==> src/hdl/md5bc_pkg.sv <==
// md5bc_pkg: shared types, constants and round functions of the md5 block compressor
// no dependencies; used by every other file of the block
`timescale 1ns / 1ps

package md5bc_pkg;

  localparam int WORD_W     = 32;
  localparam int CFG_IDX_W  = 2;
  localparam int BLK_WORDS  = 16;
  localparam int IDX_W      = 4;
  localparam int ROUNDS     = 64;
  localparam int ROUND_W    = 6;
  localparam int QUEUE_DEPTH = 4;
  localparam int QPTR_W     = 2;

  typedef logic [WORD_W-1:0] word_t;
  typedef logic [3:0][WORD_W-1:0] word4_t;

  // configuration register indexes
  typedef enum logic [CFG_IDX_W-1:0] {
    REG_INIT_A = 2'd0,
    REG_INIT_B = 2'd1,
    REG_INIT_C = 2'd2,
    REG_INIT_D = 2'd3
  } cfg_reg_e;

  // standard initial chaining words
  localparam word_t INIT_A_RST = 32'h67452301;
  localparam word_t INIT_B_RST = 32'hefcdab89;
  localparam word_t INIT_C_RST = 32'h98badcfe;
  localparam word_t INIT_D_RST = 32'h10325476;

  // queued word from front to back
  typedef struct packed {
    word_t            word;
    logic [IDX_W-1:0] idx;
    logic             start;
    logic             last;
  } fwd_item_t;

  // sine-derived additive constants
  localparam word_t SINE_TAB [ROUNDS] = '{
    32'hd76aa478, 32'he8c7b756, 32'h242070db, 32'hc1bdceee,
    32'hf57c0faf, 32'h4787c62a, 32'ha8304613, 32'hfd469501,
    32'h698098d8, 32'h8b44f7af, 32'hffff5bb1, 32'h895cd7be,
    32'h6b901122, 32'hfd987193, 32'ha679438e, 32'h49b40821,
    32'hf61e2562, 32'hc040b340, 32'h265e5a51, 32'he9b6c7aa,
    32'hd62f105d, 32'h02441453, 32'hd8a1e681, 32'he7d3fbc8,
    32'h21e1cde6, 32'hc33707d6, 32'hf4d50d87, 32'h455a14ed,
    32'ha9e3e905, 32'hfcefa3f8, 32'h676f02d9, 32'h8d2a4c8a,
    32'hfffa3942, 32'h8771f681, 32'h6d9d6122, 32'hfde5380c,
    32'ha4beea44, 32'h4bdecfa9, 32'hf6bb4b60, 32'hbebfbc70,
    32'h289b7ec6, 32'heaa127fa, 32'hd4ef3085, 32'h04881d05,
    32'hd9d4d039, 32'he6db99e5, 32'h1fa27cf8, 32'hc4ac5665,
    32'hf4292244, 32'h432aff97, 32'hab9423a7, 32'hfc93a039,
    32'h655b59c3, 32'h8f0ccc92, 32'hffeff47d, 32'h85845dd1,
    32'h6fa87e4f, 32'hfe2ce6e0, 32'ha3014314, 32'h4e0811a1,
    32'hf7537e82, 32'hbd3af235, 32'h2ad7d2bb, 32'heb86d391
  };

  // rotate amounts by phase and round within group of four
  localparam logic [4:0] ROT_TAB [4][4] = '{
    '{5'd7, 5'd12, 5'd17, 5'd22},
    '{5'd5, 5'd9,  5'd14, 5'd20},
    '{5'd4, 5'd11, 5'd16, 5'd23},
    '{5'd6, 5'd10, 5'd15, 5'd21}
  };

  // message word index used by a round
  function automatic logic [IDX_W-1:0] msg_idx(input logic [ROUND_W-1:0] rnd);
    logic [IDX_W-1:0] r;
    logic [IDX_W-1:0] g;
    r = rnd[IDX_W-1:0];
    case (rnd[ROUND_W-1:ROUND_W-2])
      2'd0:    g = r;
      2'd1:    g = IDX_W'(r * 4'd5 + 4'd1);
      2'd2:    g = IDX_W'(r * 4'd3 + 4'd5);
      default: g = IDX_W'(r * 4'd7);
    endcase
    return g;
  endfunction

  // nonlinear round function
  function automatic word_t round_fn(input logic [1:0] phase, input word_t b,
                                     input word_t c, input word_t d);
    word_t f;
    case (phase)
      2'd0:    f = (b & c) | (~b & d);
      2'd1:    f = (b & d) | (c & ~d);
      2'd2:    f = b ^ c ^ d;
      default: f = c ^ (b | ~d);
    endcase
    return f;
  endfunction

  // left rotate, amount never zero here
  function automatic word_t rotl32(input word_t x, input logic [4:0] s);
    return (x << s) | (x >> (6'd32 - {1'b0, s}));
  endfunction

endpackage

==> src/hdl/md5bc_if.sv <==
// md5bc channel interfaces: message words in, digests out, register writes
// depends on md5bc_pkg
`timescale 1ns / 1ps

interface md5bc_in_if;
  import md5bc_pkg::*;
  logic  valid;
  logic  ready;
  word_t message_word;
  logic  new_message;
  modport source (output valid, message_word, new_message, input ready);
  modport sink   (input valid, message_word, new_message, output ready);
endinterface

interface md5bc_out_if;
  import md5bc_pkg::*;
  logic  valid;
  logic  ready;
  word_t digest_a;
  word_t digest_b;
  word_t digest_c;
  word_t digest_d;
  modport source (output valid, digest_a, digest_b, digest_c, digest_d, input ready);
  modport sink   (input valid, digest_a, digest_b, digest_c, digest_d, output ready);
endinterface

interface md5bc_cfg_if;
  import md5bc_pkg::*;
  logic                 valid;
  logic                 ready;
  logic [CFG_IDX_W-1:0] index;
  word_t                data;
  modport source (output valid, index, data, input ready);
  modport sink   (input valid, index, data, output ready);
endinterface

==> src/hdl/md5bc_front.sv <==
// md5bc_front: accepts message words, tags each with block position and start/last marks
// depends on md5bc_pkg and md5bc_if
`timescale 1ns / 1ps

module md5bc_front (
  input  logic                  clk_i,
  input  logic                  rst_ni,
  md5bc_in_if.sink              in_i,
  input  logic                  q_full_i,
  output logic                  push_o,
  output md5bc_pkg::fwd_item_t  item_o
);
  import md5bc_pkg::*;

  logic [IDX_W-1:0] cnt_q, cnt_d;
  logic [IDX_W-1:0] idx;

  // take a word whenever the queue has room
  assign in_i.ready = ~q_full_i;
  assign push_o     = in_i.valid & ~q_full_i;

  // a new message restarts the block position
  assign idx = in_i.new_message ? '0 : cnt_q;

  always_comb begin
    item_o.word  = in_i.message_word;
    item_o.idx   = idx;
    item_o.start = in_i.new_message;
    item_o.last  = (idx == IDX_W'(BLK_WORDS - 1));
    cnt_d        = cnt_q;
    if (push_o) begin
      cnt_d = IDX_W'(idx + 1'b1);
    end
  end

  always_ff @(posedge clk_i or negedge rst_ni) begin
    if (!rst_ni) begin
      cnt_q <= '0;
    end else begin
      cnt_q <= cnt_d;
    end
  end

endmodule

==> src/hdl/md5bc_fifo.sv <==
// md5bc_fifo: short register queue between the word front end and the round engine
// depends on md5bc_pkg
`timescale 1ns / 1ps

module md5bc_fifo (
  input  logic                  clk_i,
  input  logic                  rst_ni,
  input  logic                  push_i,
  input  md5bc_pkg::fwd_item_t  push_item_i,
  output logic                  full_o,
  input  logic                  pop_i,
  output logic                  head_valid_o,
  output md5bc_pkg::fwd_item_t  head_item_o
);
  import md5bc_pkg::*;

  fwd_item_t          mem_q [QUEUE_DEPTH];
  logic [QPTR_W-1:0]  wr_ptr_q, rd_ptr_q;
  logic [QPTR_W:0]    count_q;

  assign full_o       = (count_q == (QPTR_W + 1)'(QUEUE_DEPTH));
  assign head_valid_o = (count_q != '0);
  assign head_item_o  = mem_q[rd_ptr_q];

  // storage
  always_ff @(posedge clk_i) begin
    if (push_i) begin
      mem_q[wr_ptr_q] <= push_item_i;
    end
  end

  // pointers and fill level
  always_ff @(posedge clk_i or negedge rst_ni) begin
    if (!rst_ni) begin
      wr_ptr_q <= '0;
      rd_ptr_q <= '0;
      count_q  <= '0;
    end else begin
      if (push_i) begin
        wr_ptr_q <= QPTR_W'(wr_ptr_q + 1'b1);
      end
      if (pop_i) begin
        rd_ptr_q <= QPTR_W'(rd_ptr_q + 1'b1);
      end
      if (push_i && !pop_i) begin
        count_q <= (QPTR_W + 1)'(count_q + 1'b1);
      end else if (!push_i && pop_i) begin
        count_q <= (QPTR_W + 1)'(count_q - 1'b1);
      end
    end
  end

endmodule

==> src/hdl/md5bc_engine.sv <==
// md5bc_engine: block buffer, chaining state, one-round-per-cycle md5 engine, digest register
// depends on md5bc_pkg and md5bc_if
`timescale 1ns / 1ps

module md5bc_engine (
  input  logic                  clk_i,
  input  logic                  rst_ni,
  input  md5bc_pkg::word4_t     init_i,
  input  logic                  head_valid_i,
  input  md5bc_pkg::fwd_item_t  head_item_i,
  output logic                  pop_o,
  md5bc_out_if.source           out_o
);
  import md5bc_pkg::*;

  typedef enum logic [1:0] {
    S_IDLE,
    S_ROUND,
    S_EMIT
  } state_e;

  state_e               state_q, state_d;
  logic [ROUND_W-1:0]   round_q, round_d;
  word4_t               chain_q, chain_d;
  word4_t               work_q, work_d;
  word_t                pre_q, pre_d;
  logic                 out_valid_q, out_valid_d;
  word4_t               dig_q, dig_d;
  word_t                buf_q [BLK_WORDS];

  word4_t               chain_cur;
  logic [ROUND_W-1:0]   round_nxt;
  word_t                f_val;
  word_t                new_b;
  word4_t               chain_sum;

  // words are only taken between blocks, the buffer stays still during rounds
  assign pop_o = (state_q == S_IDLE) && head_valid_i;

  assign chain_cur = head_item_i.start ? init_i : chain_q;
  assign round_nxt = ROUND_W'(round_q + 1'b1);

  // one md5 step: a + M[g] + K[i] was added ahead of time into pre_q
  assign f_val = round_fn(round_q[ROUND_W-1:ROUND_W-2], work_q[1], work_q[2], work_q[3]);
  assign new_b = work_q[1] +
                 rotl32(f_val + pre_q, ROT_TAB[round_q[ROUND_W-1:ROUND_W-2]][round_q[1:0]]);

  always_comb begin
    for (int k = 0; k < 4; k++) begin
      chain_sum[k] = chain_q[k] + work_q[k];
    end
  end

  // sequencer
  always_comb begin
    state_d     = state_q;
    round_d     = round_q;
    chain_d     = chain_q;
    work_d      = work_q;
    pre_d       = pre_q;
    out_valid_d = out_valid_q;
    dig_d       = dig_q;

    if (out_valid_q && out_o.ready) begin
      out_valid_d = 1'b0;
    end

    case (state_q)
      S_IDLE: begin
        if (pop_o) begin
          chain_d = chain_cur;
          if (head_item_i.last) begin
            state_d = S_ROUND;
            round_d = '0;
            work_d  = chain_cur;
            pre_d   = chain_cur[0] + buf_q[msg_idx('0)] + SINE_TAB[0];
          end
        end
      end
      S_ROUND: begin
        work_d[0] = work_q[3];
        work_d[1] = new_b;
        work_d[2] = work_q[1];
        work_d[3] = work_q[2];
        pre_d     = work_q[3] + buf_q[msg_idx(round_nxt)] + SINE_TAB[round_nxt];
        round_d   = round_nxt;
        if (round_q == ROUND_W'(ROUNDS - 1)) begin
          state_d = S_EMIT;
        end
      end
      S_EMIT: begin
        if (!out_valid_q || out_o.ready) begin
          chain_d     = chain_sum;
          dig_d       = chain_sum;
          out_valid_d = 1'b1;
          state_d     = S_IDLE;
        end
      end
      default: begin
        state_d = S_IDLE;
      end
    endcase
  end

  always_ff @(posedge clk_i or negedge rst_ni) begin
    if (!rst_ni) begin
      state_q     <= S_IDLE;
      round_q     <= '0;
      chain_q     <= {INIT_D_RST, INIT_C_RST, INIT_B_RST, INIT_A_RST};
      work_q      <= '0;
      pre_q       <= '0;
      out_valid_q <= 1'b0;
      dig_q       <= '0;
    end else begin
      state_q     <= state_d;
      round_q     <= round_d;
      chain_q     <= chain_d;
      work_q      <= work_d;
      pre_q       <= pre_d;
      out_valid_q <= out_valid_d;
      dig_q       <= dig_d;
    end
  end

  // block buffer
  always_ff @(posedge clk_i) begin
    if (pop_o) begin
      buf_q[head_item_i.idx] <= head_item_i.word;
    end
  end

  assign out_o.valid    = out_valid_q;
  assign out_o.digest_a = dig_q[0];
  assign out_o.digest_b = dig_q[1];
  assign out_o.digest_c = dig_q[2];
  assign out_o.digest_d = dig_q[3];

endmodule

==> src/hdl/md5bc_engine_top_note.sv <==
// md5bc_cfg: initial-value register file written over the configuration channel
// depends on md5bc_pkg and md5bc_if
`timescale 1ns / 1ps

module md5bc_cfg (
  input  logic               clk_i,
  input  logic               rst_ni,
  md5bc_cfg_if.sink          cfg_i,
  output md5bc_pkg::word4_t  init_o
);
  import md5bc_pkg::*;

  word4_t init_q, init_d;

  assign cfg_i.ready = 1'b1;
  assign init_o      = init_q;

  // register decode
  always_comb begin
    init_d = init_q;
    if (cfg_i.valid) begin
      case (cfg_reg_e'(cfg_i.index))
        REG_INIT_A: init_d[0] = cfg_i.data;
        REG_INIT_B: init_d[1] = cfg_i.data;
        REG_INIT_C: init_d[2] = cfg_i.data;
        REG_INIT_D: init_d[3] = cfg_i.data;
        default:    init_d    = init_q;
      endcase
    end
  end

  always_ff @(posedge clk_i or negedge rst_ni) begin
    if (!rst_ni) begin
      init_q <= {INIT_D_RST, INIT_C_RST, INIT_B_RST, INIT_A_RST};
    end else begin
      init_q <= init_d;
    end
  end

endmodule

==> src/hdl/md5_block_compress_core.sv <==
// md5_block_compress_core: top level of the md5 block compressor
// depends on md5bc_pkg, md5bc_if, md5bc_front, md5bc_fifo, md5bc_engine, md5bc_cfg
`timescale 1ns / 1ps

// Takes padded message data as 32-bit words, sixteen to a block, and after each
// sixteenth word delivers the four updated chaining words A..D. A word flagged
// new_message reloads the chaining state from the init registers and starts a
// fresh block, dropping any partial one. Words pass through a four-entry queue
// into the round engine, which stores one word per cycle while it is between
// blocks; the sixteenth word starts 64 rounds at one per cycle on a single
// shared round unit, followed by an emit step that adds into the chaining state
// and loads the digest register once the previous digest is taken. The digest
// register lets the next block's words flow in while a result waits to be
// taken. Init register writes take effect at the next new_message word.
module md5_block_compress_core (
  input  logic       clk_i,
  input  logic       rst_ni,
  md5bc_in_if.sink   in_i,
  md5bc_cfg_if.sink  cfg_i,
  md5bc_out_if.source out_o
);
  import md5bc_pkg::*;

  logic       push;
  fwd_item_t  push_item;
  logic       q_full;
  logic       pop;
  logic       head_valid;
  fwd_item_t  head_item;
  word4_t     init_val;

  // word front end
  md5bc_front u_front (
    .clk_i    (clk_i),
    .rst_ni   (rst_ni),
    .in_i     (in_i),
    .q_full_i (q_full),
    .push_o   (push),
    .item_o   (push_item)
  );

  // decoupling queue
  md5bc_fifo u_fifo (
    .clk_i        (clk_i),
    .rst_ni       (rst_ni),
    .push_i       (push),
    .push_item_i  (push_item),
    .full_o       (q_full),
    .pop_i        (pop),
    .head_valid_o (head_valid),
    .head_item_o  (head_item)
  );

  // init registers
  md5bc_cfg u_cfg (
    .clk_i  (clk_i),
    .rst_ni (rst_ni),
    .cfg_i  (cfg_i),
    .init_o (init_val)
  );

  // round engine and digest register
  md5bc_engine u_engine (
    .clk_i        (clk_i),
    .rst_ni       (rst_ni),
    .init_i       (init_val),
    .head_valid_i (head_valid),
    .head_item_i  (head_item),
    .pop_o        (pop),
    .out_o        (out_o)
  );

endmodule

==> src/flat_wrapper.sv <==
// flat-port wrapper written by rule: the top's interface ports become plain ports
module md5_block_compress_core_flat import md5bc_pkg::*;
  (clk_i, rst_ni, in_i_valid, in_i_message_word, in_i_new_message, in_i_ready, cfg_i_valid, cfg_i_index, cfg_i_data, cfg_i_ready, out_o_valid, out_o_digest_a, out_o_digest_b, out_o_digest_c, out_o_digest_d, out_o_ready);
  md5bc_in_if in_i_i ();
  md5bc_cfg_if cfg_i_i ();
  md5bc_out_if out_o_i ();
  input  logic clk_i;
  input  logic rst_ni;
  input wire logic [$bits(in_i_i.valid)-1:0] in_i_valid;
  input wire logic [$bits(in_i_i.message_word)-1:0] in_i_message_word;
  input wire logic [$bits(in_i_i.new_message)-1:0] in_i_new_message;
  output wire logic [$bits(in_i_i.ready)-1:0] in_i_ready;
  input wire logic [$bits(cfg_i_i.valid)-1:0] cfg_i_valid;
  input wire logic [$bits(cfg_i_i.index)-1:0] cfg_i_index;
  input wire logic [$bits(cfg_i_i.data)-1:0] cfg_i_data;
  output wire logic [$bits(cfg_i_i.ready)-1:0] cfg_i_ready;
  output wire logic [$bits(out_o_i.valid)-1:0] out_o_valid;
  output wire logic [$bits(out_o_i.digest_a)-1:0] out_o_digest_a;
  output wire logic [$bits(out_o_i.digest_b)-1:0] out_o_digest_b;
  output wire logic [$bits(out_o_i.digest_c)-1:0] out_o_digest_c;
  output wire logic [$bits(out_o_i.digest_d)-1:0] out_o_digest_d;
  input wire logic [$bits(out_o_i.ready)-1:0] out_o_ready;
  assign in_i_i.valid = in_i_valid;
  assign in_i_i.message_word = in_i_message_word;
  assign in_i_i.new_message = in_i_new_message;
  assign in_i_ready = in_i_i.ready;
  assign cfg_i_i.valid = cfg_i_valid;
  assign cfg_i_i.index = cfg_i_index;
  assign cfg_i_i.data = cfg_i_data;
  assign cfg_i_ready = cfg_i_i.ready;
  assign out_o_valid = out_o_i.valid;
  assign out_o_digest_a = out_o_i.digest_a;
  assign out_o_digest_b = out_o_i.digest_b;
  assign out_o_digest_c = out_o_i.digest_c;
  assign out_o_digest_d = out_o_i.digest_d;
  assign out_o_i.ready = out_o_ready;
  md5_block_compress_core u_core (.clk_i(clk_i), .rst_ni(rst_ni), .in_i(in_i_i), .cfg_i(cfg_i_i), .out_o(out_o_i));
endmodule
==> config.mk <==
export PLATFORM = sky130hd
export DESIGN_NAME = md5_block_compress_core_flat
export DESIGN_NICKNAME = d
export VERILOG_FILES = /design/src/hdl/md5bc_pkg.sv /design/src/hdl/md5bc_if.sv /design/src/hdl/md5bc_front.sv /design/src/hdl/md5bc_fifo.sv /design/src/hdl/md5bc_engine.sv /design/src/hdl/md5bc_engine_top_note.sv /design/src/hdl/md5_block_compress_core.sv /design/src/flat_wrapper.sv
export SDC_FILE = /design/constraint.sdc
export NUM_CORES = 2
export LEC_CHECK = 0
export BUFFER_PORTS_ARGS = -buffer_cell sky130_fd_sc_hd__buf_2
export CAP_MARGIN = 5
export CELL_PAD_IN_SITES_DETAIL_PLACEMENT = 2
export CELL_PAD_IN_SITES_GLOBAL_PLACEMENT = 2
export CORE_ASPECT_RATIO = 1.75
export CORE_MARGIN = 1.5
export CORE_UTILIZATION = 46
export DETAILED_ROUTE_END_ITERATION = 6
export PLACE_DENSITY_LB_ADDON = 0.2
export SLEW_MARGIN = 10
export SYNTH_ARGS = -nofsm -noshare
export SYNTH_HDL_FRONTEND = slang
export SYNTH_HIERARCHICAL = 1
export SYNTH_SLANG_ARGS = --single-unit
==> constraint.sdc <==
create_clock -name clk_i -period 23.9 [get_ports clk_i]
set_input_delay 3.585 -clock clk_i [delete_from_list [all_inputs] [get_ports clk_i]]
set_output_delay 3.585 -clock clk_i [all_outputs]
set_load 0.02 [all_outputs]
==> summary.txt <==
Synth
  • Synth unique cells: 102
  • Area leader, netlist: edfxtp_1
  • Avg Inst Size Synth: between 10 and 15 um2
  • Post-Synth Adder-Cell Area: 0.06690
  • Mux cell area share after synthesis: 0.1240
  • Synth top area share: 0.2717
  • Largest family of logic cells by synthesized area: compound AO/OA/AOI/OAI gates
  • Netlist Area Pre-Place: about 73,000 um2
  • Seq/Total Area, Yosys: 0.4662
  • Post-synthesis compound-gate area fraction: 0.1682
  • Top cells by area, synth: edfxtp_1, dfrtp_1, ha_1, mux4_2, dfstp_2
  • Post-synthesis simple-gate area fraction: 0.1048
  • Synth warn: 6
  • Synthesized instance count: approximately 7,000
  • Synthesized net count: roughly 7,400
  • FF+latch count, synth: roughly 1,200
  • Post-synth EDFFs: roughly 660
  • Post-Synth XOR/XNOR Area: 0.02992
  • FFs w/ async S/R, synth: 0.4593
  • Primary FF master, synth: edfxtp_1

STA
  • Final Hold Violating Endpoints: 0
  • Tcrit/Tclk final: 0.4644
  • Final setup fails: 0
  • Worst-Margin Slew: ~1.5 ns
  • Pins over their slew limit: 4
  • FMAX: 0.09009 GHz
  • Worst slew margin: -0.03031
  • Layout Skew: 0.1097 ns
  • RSZ-0062 raised after global routing: false
  • Tmin final: approximately 11 ns
  • Final setup TNS: 0 ns

Clock network
  • Clk_lat worst skew: 0.83 ns
  • # clock sinks: approximately 1,200
  • Hold Buf Count CTS: 0
  • Root buffer cell: clkbuf_16
  • Max Buffers Root-to-Sink: 3
  • Cts bufs inserted: ~110
  • # resized after CTS: 0
  • Post-CTS setup buffer count: 0
  • CTS HTree Levels: 3
  • CTS tree: built
  • Clock transition at path regs: about 0.070 ns

Setup path
  • Worst path most repeated cell: o21ai_0
  • Slowest cell on the critical path: nor4_1
  • Data required time of the critical path: about 25 ns
  • CP peak stage delay: roughly 1.0 ns
  • Worst endpoint data arrival time: approximately 12 ns
  • Worst setup EP type: flop
  • Critical path startpoint category: flop
  • Crit path max fanout: 40
  • CP Class: flop to flop

Run status
  • Failing checks: max-capacitance violations, max-slew violations
  • Outcome: finished, violations left

Final layout
  • Nets@finish: 7,443
  • Layout area overhead: 9.920%
  • Storage cell area: approximately 34,000 um2
  • Fillers: between 15,000 and 20,000
  • Footprint of the multi-input gates: 36,590 um2
  • Layout cell share with drive strength beyond 1: 0.1658
  • Most common cell after layout, fill and taps aside: nand2_1
  • Most frequent cells in the layout: nand2_1, edfxtp_1, o21ai_0

Global routing
  • Pin count of the biggest net entering global routing: between 90 and 100
  • Vias in the first global route: approximately 68,000
  • Initial antenna violation count: 24
  • Total GRT Usage: 0.4318
  • First-pass GRT wire length: about 500 mm
  • Total gr overflow: 0

Routing
  • Detailed-route wire length: about 360 mm
  • WL/cell: just under 40 um
  • Post-route ant nets: 0
  • Residual DRC count: 0
  • Vias: ~63,000
  • Detailed Routing Iterations Pass 1: 5
  • Vias per cell: 6.849
  • Initial DRC Count: roughly 5,700

Floorplan
  • Die W: about 300 um
  • Core area: 158,200 um2
  • Die span in y: around 530 um
  • # rows: 193
  • Starting density of the core: 0.4640
  • I/O pins: just over 200
  • Die Area: roughly 160,000 um2

Placement
  • Port Buf Inserts: between 200 and 250
  • HPWL after DPL: ~240 mm
  • GPL Wtd Cong: around 0.95

Min path
  • Hold crit path type: flop to flop

Run
  • Max-Cap Viols: 1
synthesized netlist by cell type (all sizes together), types with 16 or more instances:
master / n
nand2: 866
edfxtp: 664
o21ai: 620
a21oi: 565
nor2: 456
dfrtp: 436
ha: 326
clkbuf: 313
mux2i: 260
inv: 242
mux2: 232
mux4: 172
xnor2: 154
buf: 151
dfstp: 128
o211ai: 113
a21o: 107
nor3: 102
xor2: 95
nand3: 82
a211oi: 81
nand2b: 62
a31oi: 54
o31ai: 49
o21a: 48
o21bai: 47
a221oi: 44
nor2b: 42
o22ai: 42
fa: 41
a22o: 33
and3: 33
nand3b: 32
or3: 25
and2: 24
o311ai: 22
a22oi: 19
a311oi: 16
nand4: 16
or2: 16
critical path: cells and delay by family, from the launching register on:
family,cells,cell delay (ns)
muxes,2,0.60
DFF,1,0.55
xor gates and xnor gates,1,0.17
adders and majority gates,3,1.14
AOI/OAI and AO/OA,24,6.13
and+or+nand+nor,1,1.01
buffers and inverters,3,1.28
worst paths after layout:
path	start	to	slack [ns]	cells past startpoint
max in group asynchronous	rst_ni	u_core/u_engine/out_o.digest_a[8]	18.80	3
setup / recovery	u_core/u_engine/round_q[5]	u_core/u_engine/work_q[62]	12.80	34
min in group asynchronous	rst_ni	u_core/u_engine/out_o.digest_c[13]	2.77	1
hold / removal	u_core/u_engine/out_o.digest_b[27]	u_core/u_engine/out_o.digest_b[27]	0.47	2
hold reg to reg	u_core/u_engine/out_o.digest_b[27]	u_core/u_engine/out_o.digest_b[27]	0.47	2
setup reg to reg	u_core/u_engine/round_q[5]	u_core/u_engine/work_q[62]	12.80	34
registers in the layout, indices dropped and copies added, names as in the netlist, 128 cells and up:
name	count
u_core/u_engine/work_q	128
u_core/u_fifo/mem_q	152
u_core/u_engine/buf_q	512
u_core/u_cfg/init_o	128
u_core/u_engine/chain_q	128
through the flow:
step	setup WS [ns]	cells	hold slack (ns)	area, um2	util
2_1_floorplan	15.77	6996	0.4440	73390	-
3_3_place_gp	13.19	8934	0.4519	76490	0.4836
3_5_place_dp	12.90	8934	0.4604	76490	0.4836
4_1_cts	12.81	9147	0.4761	80610	0.5096
5_1_grt	12.00	9153	0.4826	80640	0.5098
6_report	12.80	9167	0.4717	80670	0.5100
cells by family after synthesis:
| family | Yosys count |
|---|---|
| flip-flops | 1228 |
| other | 1 |
| XOR/XNOR | 249 |
| multiplexers | 664 |
| adder cells (fa/ha/maj) | 368 |
| buffers and inverters | 710 |
| AND/OR/NAND/NOR | 1780 |
| AO/OA/AOI/OAI | 1996 |
per-layer routing:
| metal | wire length (um) | GRT usage | up-vias |
|---|---|---|---|
| met5 | 126 | 0 | - |
| met4 | 41730 | 0.4306 | 20 |
| met3 | 23740 | 0.09469 | 1432 |
| met2 | 175300 | 0.7336 | 3225 |
| met1 | 114800 | 0.4280 | 32390 |
| li1 | - | - | 25720 |
cell type report:
cell class / count / share of cell area
multi-input combinational: 5058 / 0.4535
clock inverter: 87 / 0.01452
tap: 2047 / 0.03175
timing repair buffer: 356 / 0.02753
inverter: 246 / 0.01145
antenna: 19 / 0.0005894
clock buffer: 126 / 0.03654
sequential: 1228 / 0.4241
Power is left out: the tool's default activity adds up to more than one toggle a clock period on the data nets, which glitch-free logic cannot reach.
